===== src/sv/pbsr_pkg.sv =====
// package: shared types and constants for the packed bitmap to rectangle decoder
`timescale 1ns / 1ps
`default_nettype none
package pbsr_pkg;

	localparam int GRID_SIDE = 16;

	localparam int IDX_W   = 6;
	localparam int VAL_W   = 8;
	localparam int COORD_W = 8;
	localparam int MASK_W  = 7;
	localparam int COL_W   = 5;
	localparam int ROW_W   = 4;

	localparam int FIFO_DEPTH_DEF = 4;

	// register indexes
	localparam logic [1:0] REG_FORMAT = 2'd0;
	localparam logic [1:0] REG_WIDTH  = 2'd1;
	localparam logic [1:0] REG_HEIGHT = 2'd2;

	localparam logic [7:0] RST_WIDTH  = 8'd128;
	localparam logic [7:0] RST_HEIGHT = 8'd64;
	localparam logic [7:0] BIG_HEIGHT = 8'd64;

	// scale factors
	localparam int SX_BIG   = 8;
	localparam int SY_BIG   = 4;
	localparam int SX_SMALL = 4;
	localparam int SY_SMALL = 2;

	localparam logic [9:0] SPAN_X_BIG   = 10'(GRID_SIDE * SX_BIG);
	localparam logic [9:0] SPAN_X_SMALL = 10'(GRID_SIDE * SX_SMALL);
	localparam logic [9:0] SPAN_Y_BIG   = 10'(GRID_SIDE * SY_BIG);
	localparam logic [9:0] SPAN_Y_SMALL = 10'(GRID_SIDE * SY_SMALL);

	// format geometry
	localparam logic [2:0] HEAD_PIX_A = 3'd5;
	localparam logic [2:0] TAIL_PIX_A = 3'd1;
	localparam logic [2:0] HEAD_PIX_B = 3'd7;
	localparam logic [2:0] TAIL_PIX_B = 3'd2;
	localparam logic [IDX_W-1:0] HEAD_LEN_A  = 6'd48;
	localparam logic [IDX_W-1:0] HEAD_LEN_B  = 6'd32;
	localparam logic [IDX_W-1:0] TOTAL_LEN_B = 6'd48;

	typedef struct packed {
		logic [MASK_W-1:0] mask;
		logic [COL_W-1:0]  col0;
		logic [ROW_W-1:0]  row;
	} entry_t;

	typedef struct packed {
		logic               big_scale;
		logic [COORD_W-1:0] offx;
		logic [COORD_W-1:0] offy;
	} geom_t;

endpackage
`default_nettype wire


===== src/sv/pbsr_front.sv =====
// front end: classifies a bitmap byte into a pixel mask, column and row
`timescale 1ns / 1ps
`default_nettype none
module pbsr_front (
	input  wire logic                     fmt,
	input  wire logic [pbsr_pkg::IDX_W-1:0] byte_index,
	input  wire logic [pbsr_pkg::VAL_W-1:0] byte_value,
	output pbsr_pkg::entry_t              entry,
	output logic                          has_pixels
);

	logic       in_range;
	logic       is_head;
	logic [2:0] head_pix;
	logic [2:0] npix;
	logic [2:0] hp_m1;
	logic [pbsr_pkg::MASK_W-1:0] mask;

	always_comb begin
		if (!fmt) begin
			in_range = 1'b1;
			is_head  = byte_index < pbsr_pkg::HEAD_LEN_A;
			head_pix = pbsr_pkg::HEAD_PIX_A;
			npix     = is_head ? pbsr_pkg::HEAD_PIX_A : pbsr_pkg::TAIL_PIX_A;
		end else begin
			in_range = byte_index < pbsr_pkg::TOTAL_LEN_B;
			is_head  = byte_index < pbsr_pkg::HEAD_LEN_B;
			head_pix = pbsr_pkg::HEAD_PIX_B;
			npix     = is_head ? pbsr_pkg::HEAD_PIX_B : pbsr_pkg::TAIL_PIX_B;
		end
		hp_m1 = head_pix - 3'd1;
	end

	// pixel p is bit (head_pix - 1 - p), leftmost pixel first
	always_comb begin
		mask = '0;
		for (int p = 0; p < pbsr_pkg::MASK_W; p++) begin
			if (3'(p) < npix) begin
				mask[p] = in_range & byte_value[hp_m1 - 3'(p)];
			end
		end
	end

	assign entry.mask = mask;
	assign entry.col0 = pbsr_pkg::COL_W'(byte_index[5:4]) * pbsr_pkg::COL_W'(head_pix);
	assign entry.row  = byte_index[3:0];
	assign has_pixels = |mask;

endmodule
`default_nettype wire


===== src/sv/pbsr_fifo.sv =====
// fifo: short queue of classified bytes between front and back
`timescale 1ns / 1ps
`default_nettype none
module pbsr_fifo #(
	parameter int DEPTH = pbsr_pkg::FIFO_DEPTH_DEF
) (
	input  wire logic             clk,
	input  wire logic             arst_n,
	input  wire logic             push,
	input  wire pbsr_pkg::entry_t push_data,
	input  wire logic             pop,
	output pbsr_pkg::entry_t      head,
	output logic                  not_empty,
	output logic                  not_full
);

	localparam int PW = (DEPTH > 1) ? $clog2(DEPTH) : 1;
	localparam int CW = $clog2(DEPTH + 1);
	localparam logic [PW-1:0] LAST_PTR = PW'(DEPTH - 1);
	localparam logic [CW-1:0] FULL_CNT = CW'(DEPTH);

	pbsr_pkg::entry_t mem_q [DEPTH];
	logic [PW-1:0] wr_ptr_q;
	logic [PW-1:0] rd_ptr_q;
	logic [CW-1:0] count_q;

	assign not_empty = count_q != '0;
	assign not_full  = count_q != FULL_CNT;
	assign head      = mem_q[rd_ptr_q];

	always_ff @(posedge clk) begin
		if (push) begin
			mem_q[wr_ptr_q] <= push_data;
		end
	end

	always_ff @(posedge clk or negedge arst_n) begin
		if (!arst_n) begin
			wr_ptr_q <= '0;
			rd_ptr_q <= '0;
			count_q  <= '0;
		end else begin
			if (push) begin
				wr_ptr_q <= (wr_ptr_q == LAST_PTR) ? '0 : wr_ptr_q + PW'(1);
			end
			if (pop) begin
				rd_ptr_q <= (rd_ptr_q == LAST_PTR) ? '0 : rd_ptr_q + PW'(1);
			end
			if (push && !pop) begin
				count_q <= count_q + CW'(1);
			end else if (pop && !push) begin
				count_q <= count_q - CW'(1);
			end
		end
	end

endmodule
`default_nettype wire


===== src/sv/pbsr_back.sv =====
// back end: walks the set pixels of each byte and emits one rectangle per cycle while the output is not stalled
`timescale 1ns / 1ps
`default_nettype none
module pbsr_back (
	input  wire logic                        clk,
	input  wire logic                        arst_n,
	input  wire pbsr_pkg::geom_t             geom,
	input  wire pbsr_pkg::entry_t            head,
	input  wire logic                        head_valid,
	output logic                             pop,
	output logic                             m_tvalid,
	input  wire logic                        m_tready,
	output logic [4*pbsr_pkg::COORD_W-1:0]   m_tdata,
	output logic                             m_tlast
);

	logic                        busy_q;
	pbsr_pkg::entry_t            cur_q;
	pbsr_pkg::entry_t            cur;
	logic                        cur_valid;
	logic                        advance;
	logic [2:0]                  pix;
	logic [pbsr_pkg::MASK_W-1:0] rest;
	logic [pbsr_pkg::COL_W-1:0]  colp;
	logic [7:0]                  x;
	logic [7:0]                  y;
	logic [7:0]                  xr;
	logic [7:0]                  yb;
	logic                        out_valid_q;
	logic [4*pbsr_pkg::COORD_W-1:0] out_data_q;
	logic                        out_last_q;

	assign cur       = busy_q ? cur_q : head;
	assign cur_valid = busy_q | head_valid;
	assign advance   = cur_valid && (!out_valid_q || m_tready);
	assign pop       = advance && !busy_q;

	// lowest set pixel is the leftmost remaining one
	always_comb begin
		pix = 3'd0;
		for (int p = pbsr_pkg::MASK_W - 1; p >= 0; p--) begin
			if (cur.mask[p]) begin
				pix = 3'(p);
			end
		end
		rest      = cur.mask;
		rest[pix] = 1'b0;
	end

	always_comb begin
		colp = cur.col0 + pbsr_pkg::COL_W'(pix);
		if (geom.big_scale) begin
			x  = geom.offx + 8'({colp, 3'b000});
			y  = geom.offy + 8'({cur.row, 2'b00});
			xr = x + 8'(pbsr_pkg::SX_BIG - 1);
			yb = y + 8'(pbsr_pkg::SY_BIG - 1);
		end else begin
			x  = geom.offx + 8'({colp, 2'b00});
			y  = geom.offy + 8'({cur.row, 1'b0});
			xr = x + 8'(pbsr_pkg::SX_SMALL - 1);
			yb = y + 8'(pbsr_pkg::SY_SMALL - 1);
		end
	end

	always_ff @(posedge clk or negedge arst_n) begin
		if (!arst_n) begin
			busy_q      <= 1'b0;
			out_valid_q <= 1'b0;
		end else begin
			if (advance) begin
				busy_q <= rest != '0;
			end
			if (advance) begin
				out_valid_q <= 1'b1;
			end else if (m_tready) begin
				out_valid_q <= 1'b0;
			end
		end
	end

	always_ff @(posedge clk) begin
		if (advance) begin
			cur_q.mask <= rest;
			cur_q.col0 <= cur.col0;
			cur_q.row  <= cur.row;
			out_data_q <= {yb, xr, y, x};
			out_last_q <= rest == '0;
		end
	end

	assign m_tvalid = out_valid_q;
	assign m_tdata  = out_data_q;
	assign m_tlast  = out_last_q;

endmodule
`default_nettype wire


===== src/sv/packed_bitmap_to_scaled_rects.sv =====
// top level: packed 16x16 bitmap byte to scaled, centered filled rectangles
`timescale 1ns / 1ps
`default_nettype none
// Each input beat is one byte of a packed 16x16 monochrome bitmap; the block
// emits one rectangle beat per set pixel, leftmost first, with tlast on the
// final one, and nothing for a byte with no used bit set or beyond the format.
// The front end classifies a byte in the cycle it arrives and places it in a
// FIFO_DEPTH-entry queue; the back end sends one rectangle per cycle while the
// output is not stalled; n set pixels give n beats (at most 7). Input beats
// are taken every cycle while the queue has room, even while the output stalls.
// Write configuration only while the block is idle.
module packed_bitmap_to_scaled_rects #(
	parameter int FIFO_DEPTH = pbsr_pkg::FIFO_DEPTH_DEF
) (
	input  wire logic        clk,
	input  wire logic        arst_n,
	input  wire logic        cfg_wen,
	input  wire logic [1:0]  cfg_addr,
	input  wire logic [7:0]  cfg_wdata,
	input  wire logic        s_tvalid,
	output logic             s_tready,
	input  wire logic [15:0] s_tdata,  // byte_index[5:0], byte_value[13:6], zero pad
	output logic             m_tvalid,
	input  wire logic        m_tready,
	output logic [31:0]      m_tdata,  // rect_left, rect_top, rect_right, rect_bottom
	output logic             m_tlast
);

	logic             fmt_q;
	logic [7:0]       width_q;
	logic [7:0]       height_q;
	pbsr_pkg::geom_t  geom;
	logic [9:0]       diffx;
	logic [9:0]       diffy;
	pbsr_pkg::entry_t fr_entry;
	logic             fr_has_pix;
	pbsr_pkg::entry_t q_head;
	logic             q_not_empty;
	logic             q_not_full;
	logic             q_push;
	logic             q_pop;

	always_ff @(posedge clk or negedge arst_n) begin
		if (!arst_n) begin
			fmt_q    <= 1'b0;
			width_q  <= pbsr_pkg::RST_WIDTH;
			height_q <= pbsr_pkg::RST_HEIGHT;
		end else if (cfg_wen) begin
			unique case (cfg_addr)
				pbsr_pkg::REG_FORMAT: fmt_q    <= cfg_wdata[0];
				pbsr_pkg::REG_WIDTH:  width_q  <= cfg_wdata;
				pbsr_pkg::REG_HEIGHT: height_q <= cfg_wdata;
				default: ;
			endcase
		end
	end

	// floor of half the difference, wrapped to 8 bits
	always_comb begin
		geom.big_scale = height_q == pbsr_pkg::BIG_HEIGHT;
		diffx = {2'b00, width_q} -
			(geom.big_scale ? pbsr_pkg::SPAN_X_BIG : pbsr_pkg::SPAN_X_SMALL);
		diffy = {2'b00, height_q} -
			(geom.big_scale ? pbsr_pkg::SPAN_Y_BIG : pbsr_pkg::SPAN_Y_SMALL);
		geom.offx = diffx[8:1];
		geom.offy = diffy[8:1];
	end

	pbsr_front u_front (
		.fmt        (fmt_q),
		.byte_index (s_tdata[5:0]),
		.byte_value (s_tdata[13:6]),
		.entry      (fr_entry),
		.has_pixels (fr_has_pix)
	);

	assign s_tready = q_not_full;
	assign q_push   = s_tvalid && s_tready && fr_has_pix;

	pbsr_fifo #(
		.DEPTH (FIFO_DEPTH)
	) u_fifo (
		.clk       (clk),
		.arst_n    (arst_n),
		.push      (q_push),
		.push_data (fr_entry),
		.pop       (q_pop),
		.head      (q_head),
		.not_empty (q_not_empty),
		.not_full  (q_not_full)
	);

	pbsr_back u_back (
		.clk        (clk),
		.arst_n     (arst_n),
		.geom       (geom),
		.head       (q_head),
		.head_valid (q_not_empty),
		.pop        (q_pop),
		.m_tvalid   (m_tvalid),
		.m_tready   (m_tready),
		.m_tdata    (m_tdata),
		.m_tlast    (m_tlast)
	);

	a_rect_width: assert property (@(posedge clk) disable iff (!arst_n)
		m_tvalid |-> (8'(m_tdata[23:16] - m_tdata[7:0]) ==
			(geom.big_scale ? 8'(pbsr_pkg::SX_BIG - 1) : 8'(pbsr_pkg::SX_SMALL - 1))))
		else $error("rectangle width does not match scale");

	a_rect_height: assert property (@(posedge clk) disable iff (!arst_n)
		m_tvalid |-> (8'(m_tdata[31:24] - m_tdata[15:8]) ==
			(geom.big_scale ? 8'(pbsr_pkg::SY_BIG - 1) : 8'(pbsr_pkg::SY_SMALL - 1))))
		else $error("rectangle height does not match scale");

	a_no_pop_empty: assert property (@(posedge clk) disable iff (!arst_n)
		q_pop |-> q_not_empty)
		else $error("queue popped while empty");

	a_no_push_full: assert property (@(posedge clk) disable iff (!arst_n)
		q_push |-> q_not_full)
		else $error("queue pushed while full");

endmodule
`default_nettype wire


===== config.mk =====
export PLATFORM = sky130hd
export DESIGN_NAME = packed_bitmap_to_scaled_rects
export DESIGN_NICKNAME = d
export VERILOG_FILES = /design/src/sv/pbsr_pkg.sv /design/src/sv/pbsr_front.sv /design/src/sv/pbsr_fifo.sv /design/src/sv/pbsr_back.sv /design/src/sv/packed_bitmap_to_scaled_rects.sv
export SDC_FILE = /design/constraint.sdc
export NUM_CORES = 1
export LEC_CHECK = 0
export CAP_MARGIN = 30
export CORE_MARGIN = 1.5
export CORE_UTILIZATION = 30
export CTS_CLUSTER_DIAMETER = 200
export DETAILED_ROUTE_END_ITERATION = 10
export DONT_BUFFER_PORTS = 1
export PLACE_DENSITY = 0.4
export REMOVE_ABC_BUFFERS = 1
export SLEW_MARGIN = 25
export SYNTH_ARGS = -nofsm -noshare
export SYNTH_HDL_FRONTEND = slang
export SYNTH_SLANG_ARGS = --single-unit

===== constraint.sdc =====
create_clock -name clk -period 7.9 [get_ports clk]
set_input_delay 1.185 -clock clk [delete_from_list [all_inputs] [get_ports clk]]
set_output_delay 1.185 -clock clk [all_outputs]
set_load 0.05 [all_outputs]

==> reports/qor.yml <==
clocking:
  cts_num_sinks: 138
  post_cts_buffers: 0
  clk_path_buf_depth: 2
  root_buffer: "clkbuf_16"
  clkLatencyLatePin_ns: 0.42
  cts_max_level: 4
  cts_tree: "yes"
  cts_resized: 0
  cts_buffers: 17
  clk_pin_slew_ns: 0.06
  hold_buffers: 0
routing:
  drc: 0
  vias: 4060
  firstDrtPassIters: 4
  ant_nets: 0
  wl_per_cell_um: 16.1
  avgViaCountPerCell: 4.60
  drt_iter0_drc: 138
  totalWireLength_um: 14200
global_routing:
  grt_max_degree: 42
  antenna_found_initial: 0
  grt_pass1_vias: 4114
  grt.total_usage_pct: 12.4
  grt-ovfl-total: 0
  grt_pass1_wl_um: 22500
timing:
  drv_slew: 0
  rsz0062_at_grt: "false"
  setup_viol: 0
  skew_ns: 0.00765
  period_needed_ns: 4.67
  fin_crit_sh_pct: 59.1
  hold_viol_final: 0
  fin_setup_tns_ns: 0
  max_slew.worst_pin.slew_ns: 0.697
  fmax_mhz: 214
  max-slew-margin-rel_pct: 53.5
cells_and_area:
  drive_gt1_share_pct: 16.0
  fin_nets: 623
  num_antenna_cells: 0
  final_cells: 882
  area.growth.synth_to_final_pct: 14.3
  fillers: 2283
yosys:
  async_flop_share_pct: 18.1
  synthDistinctLibCells: 53
  synth-edff-count: 113
  synthCells: 536
  ys_seq_area_share_pct: 56.9
  ys_seq_elements: 138
  syn_area_sq_um: 7070
  ys_warn_count: 0
  synth.avg_cell_area_sq_um: 13.2
  synth_top_flop_cell: "edfxtp_1"
critical_path:
  crit_path_end_kind: "register"
  arrival_ns: 4.81
  slowest_delay_ns: 0.47
  cp_slowest_cell: "or3b_2"
  path_common_cell: "ha_1"
  start_kind: "register"
  cp_cell_sequence: "buf_4 -> mux2i_1 -> a22oi_1 -> and2_1 -> o21ai_0 -> a211oi_1 -> nor2_1 -> ha_1 -> ha_1 -> a21o_1 -> xor2_1 -> ha_1 -> xor2_1 -> or3b_2 -> nor3_1 -> xnor2_1 -> mux2i_1"
  crit_type: "register to register"
  path_max_fanout: 26
  required_ns: 8.04
placed_design:
  dp.cells: 847
  gp_congestion: 0.776
  io_buffer_count: 0
  dp_hpwl_um: 10100
floorplan:
  start_util_pct: 30.3
  pin_count: 66
  die-width_um: 157
  rows: 56
  die-area_sq_um: 24500
  core_sq_um: 23300
  dieHeight_um: 157
hold_path:
  hold_path_class: "input port to asynchronous set/reset pin"
flow_run:
  drv_cap: 0
run_status:
  status: "finished, final reports clean"
[cells by family (layout without fill, tap and decap cells)]
kind of cell,after synthesis,in the layout,share of synthesized area (%)
compound gates,84,84,7.18
xor+xnor,45,45,5.77
fa+ha+maj,44,44,8.56
buf+inv,49,76,2.79
flops,138,138,56.9
mux,57,57,10.6
other cells,1,1,0.0530
simple gates,118,118,8.21
[sequential cells by signal, indices dropped and copies added, names as in the netlist]
| name | flops |
|---|---|
| u_back.cur_q | 16 |
| height_q | 8 |
| u_back.m_tlast | 1 |
| u_back.m_tdata | 32 |
| width_q | 7 |
| fmt_q | 1 |
| u_fifo.wr_ptr_q | 2 |
| u_fifo.count_q | 3 |
| u_back.busy_q | 1 |
| u_back.m_tvalid | 1 |
| u_fifo.mem_q | 64 |
| u_fifo.rd_ptr_q | 2 |
[cells in the mapped netlist (3+ instances only)]
library cell,count,area (sq um)
fa_1,8,160
ha_1,34,425
dfrtp_1,23,576
edfxtp_1,113,3390
and3_1,5,31.3
inv_2,3,11.3
mux2_2,28,315
mux4_2,11,248
a21o_1,7,52.6
nand3b_1,5,37.5
nand3_1,5,25.0
nor2_1,24,90.1
nor3_1,3,15.0
a211oi_1,4,30.0
nor4_1,3,18.8
buf_2,5,25.0
nor3b_1,3,22.5
a22oi_1,3,22.5
inv_1,33,124
nand2b_1,5,31.3
and2_1,12,75.1
clkbuf_1,6,22.5
mux2i_1,17,170
nor2b_1,6,37.5
xor2_1,14,123
nand2_1,43,161
xnor2_1,30,263
o21ai_0,25,125
a21oi_1,28,140
o21ai_1,3,15.0
[layer usage]
metal  vias to the layer above  wire length, um  track usage [%]
met5                         -                0                0
met4                         0              225             4.76
met3                        15              603             3.32
met2                        81             6740             20.2
met1                      1987             6640             15.7
li1                       1977                -                -
[cells in the final DEF, fill, tap and decap left out, types with 17 or more instances in the layout]
cell type / instances
a21oi_1: 28
clkbuf_16: 17
dfrtp_1: 23
edfxtp_1: 113
ha_1: 34
inv_1: 32
mux2_2: 28
mux2i_1: 17
nand2_1: 43
nor2_1: 24
o21ai_0: 25
xnor2_1: 30
[critical path, delay by kind of cell, from the launching register on]
family / cells / cell delay, ns
AOI/OAI and AO/OA: 4 / 0.98
buffers and inverters: 1 / 0.37
xor gates and xnor gates: 3 / 0.58
muxes: 2 / 0.22
and+or+nand+nor: 4 / 1.13
DFF: 1 / 0.32
adders and majority gates: 3 / 0.77
[cell type report]
class                   count  area, sq um  share of cell area [%]
well taps                 319          399                    4.94
repair buffers              8         98.8                    1.22
inverters                  36          135                    1.67
multi-input cells         349         2850                    35.3
clock buffers              18          429                    5.31
flip-flops and latches    138         4020                    49.8
clock inverters            14          145                    1.80
[metrics by stage]
stage	cell area (sq um)	utilization (%)	worst slack, ns	hold slack, ns
finish	8080	34.6	3.23	0.457
global route	8080	34.6	2.82	0.431
CTS	8050	34.5	3.21	0.436
detailed placement	7470	32.0	3.22	0.490
global placement	7430	31.9	3.22	0.488
floorplan	7010	-	3.50	0.464
[worst paths after layout]
path / from / endpoint / slack, ns / cells past startpoint
worst max-delay path: u_fifo.rd_ptr_q[0] / u_back.m_tdata[23] / 3.23 / 17
worst min-delay path: arst_n / u_back.busy_q / 0.46 / 0
max in group asynchronous: arst_n / height_q[6] / 7.26 / 0
worst max register to register: u_fifo.rd_ptr_q[0] / u_back.m_tdata[23] / 3.23 / 17
min in group clk: u_fifo.count_q[2] / u_fifo.count_q[2] / 0.50 / 1
worst min register to register: u_fifo.count_q[2] / u_fifo.count_q[2] / 0.50 / 1
Power is left out: the tool's default activity adds up to more than one toggle a clock period on the data nets, which glitch-free logic cannot reach.
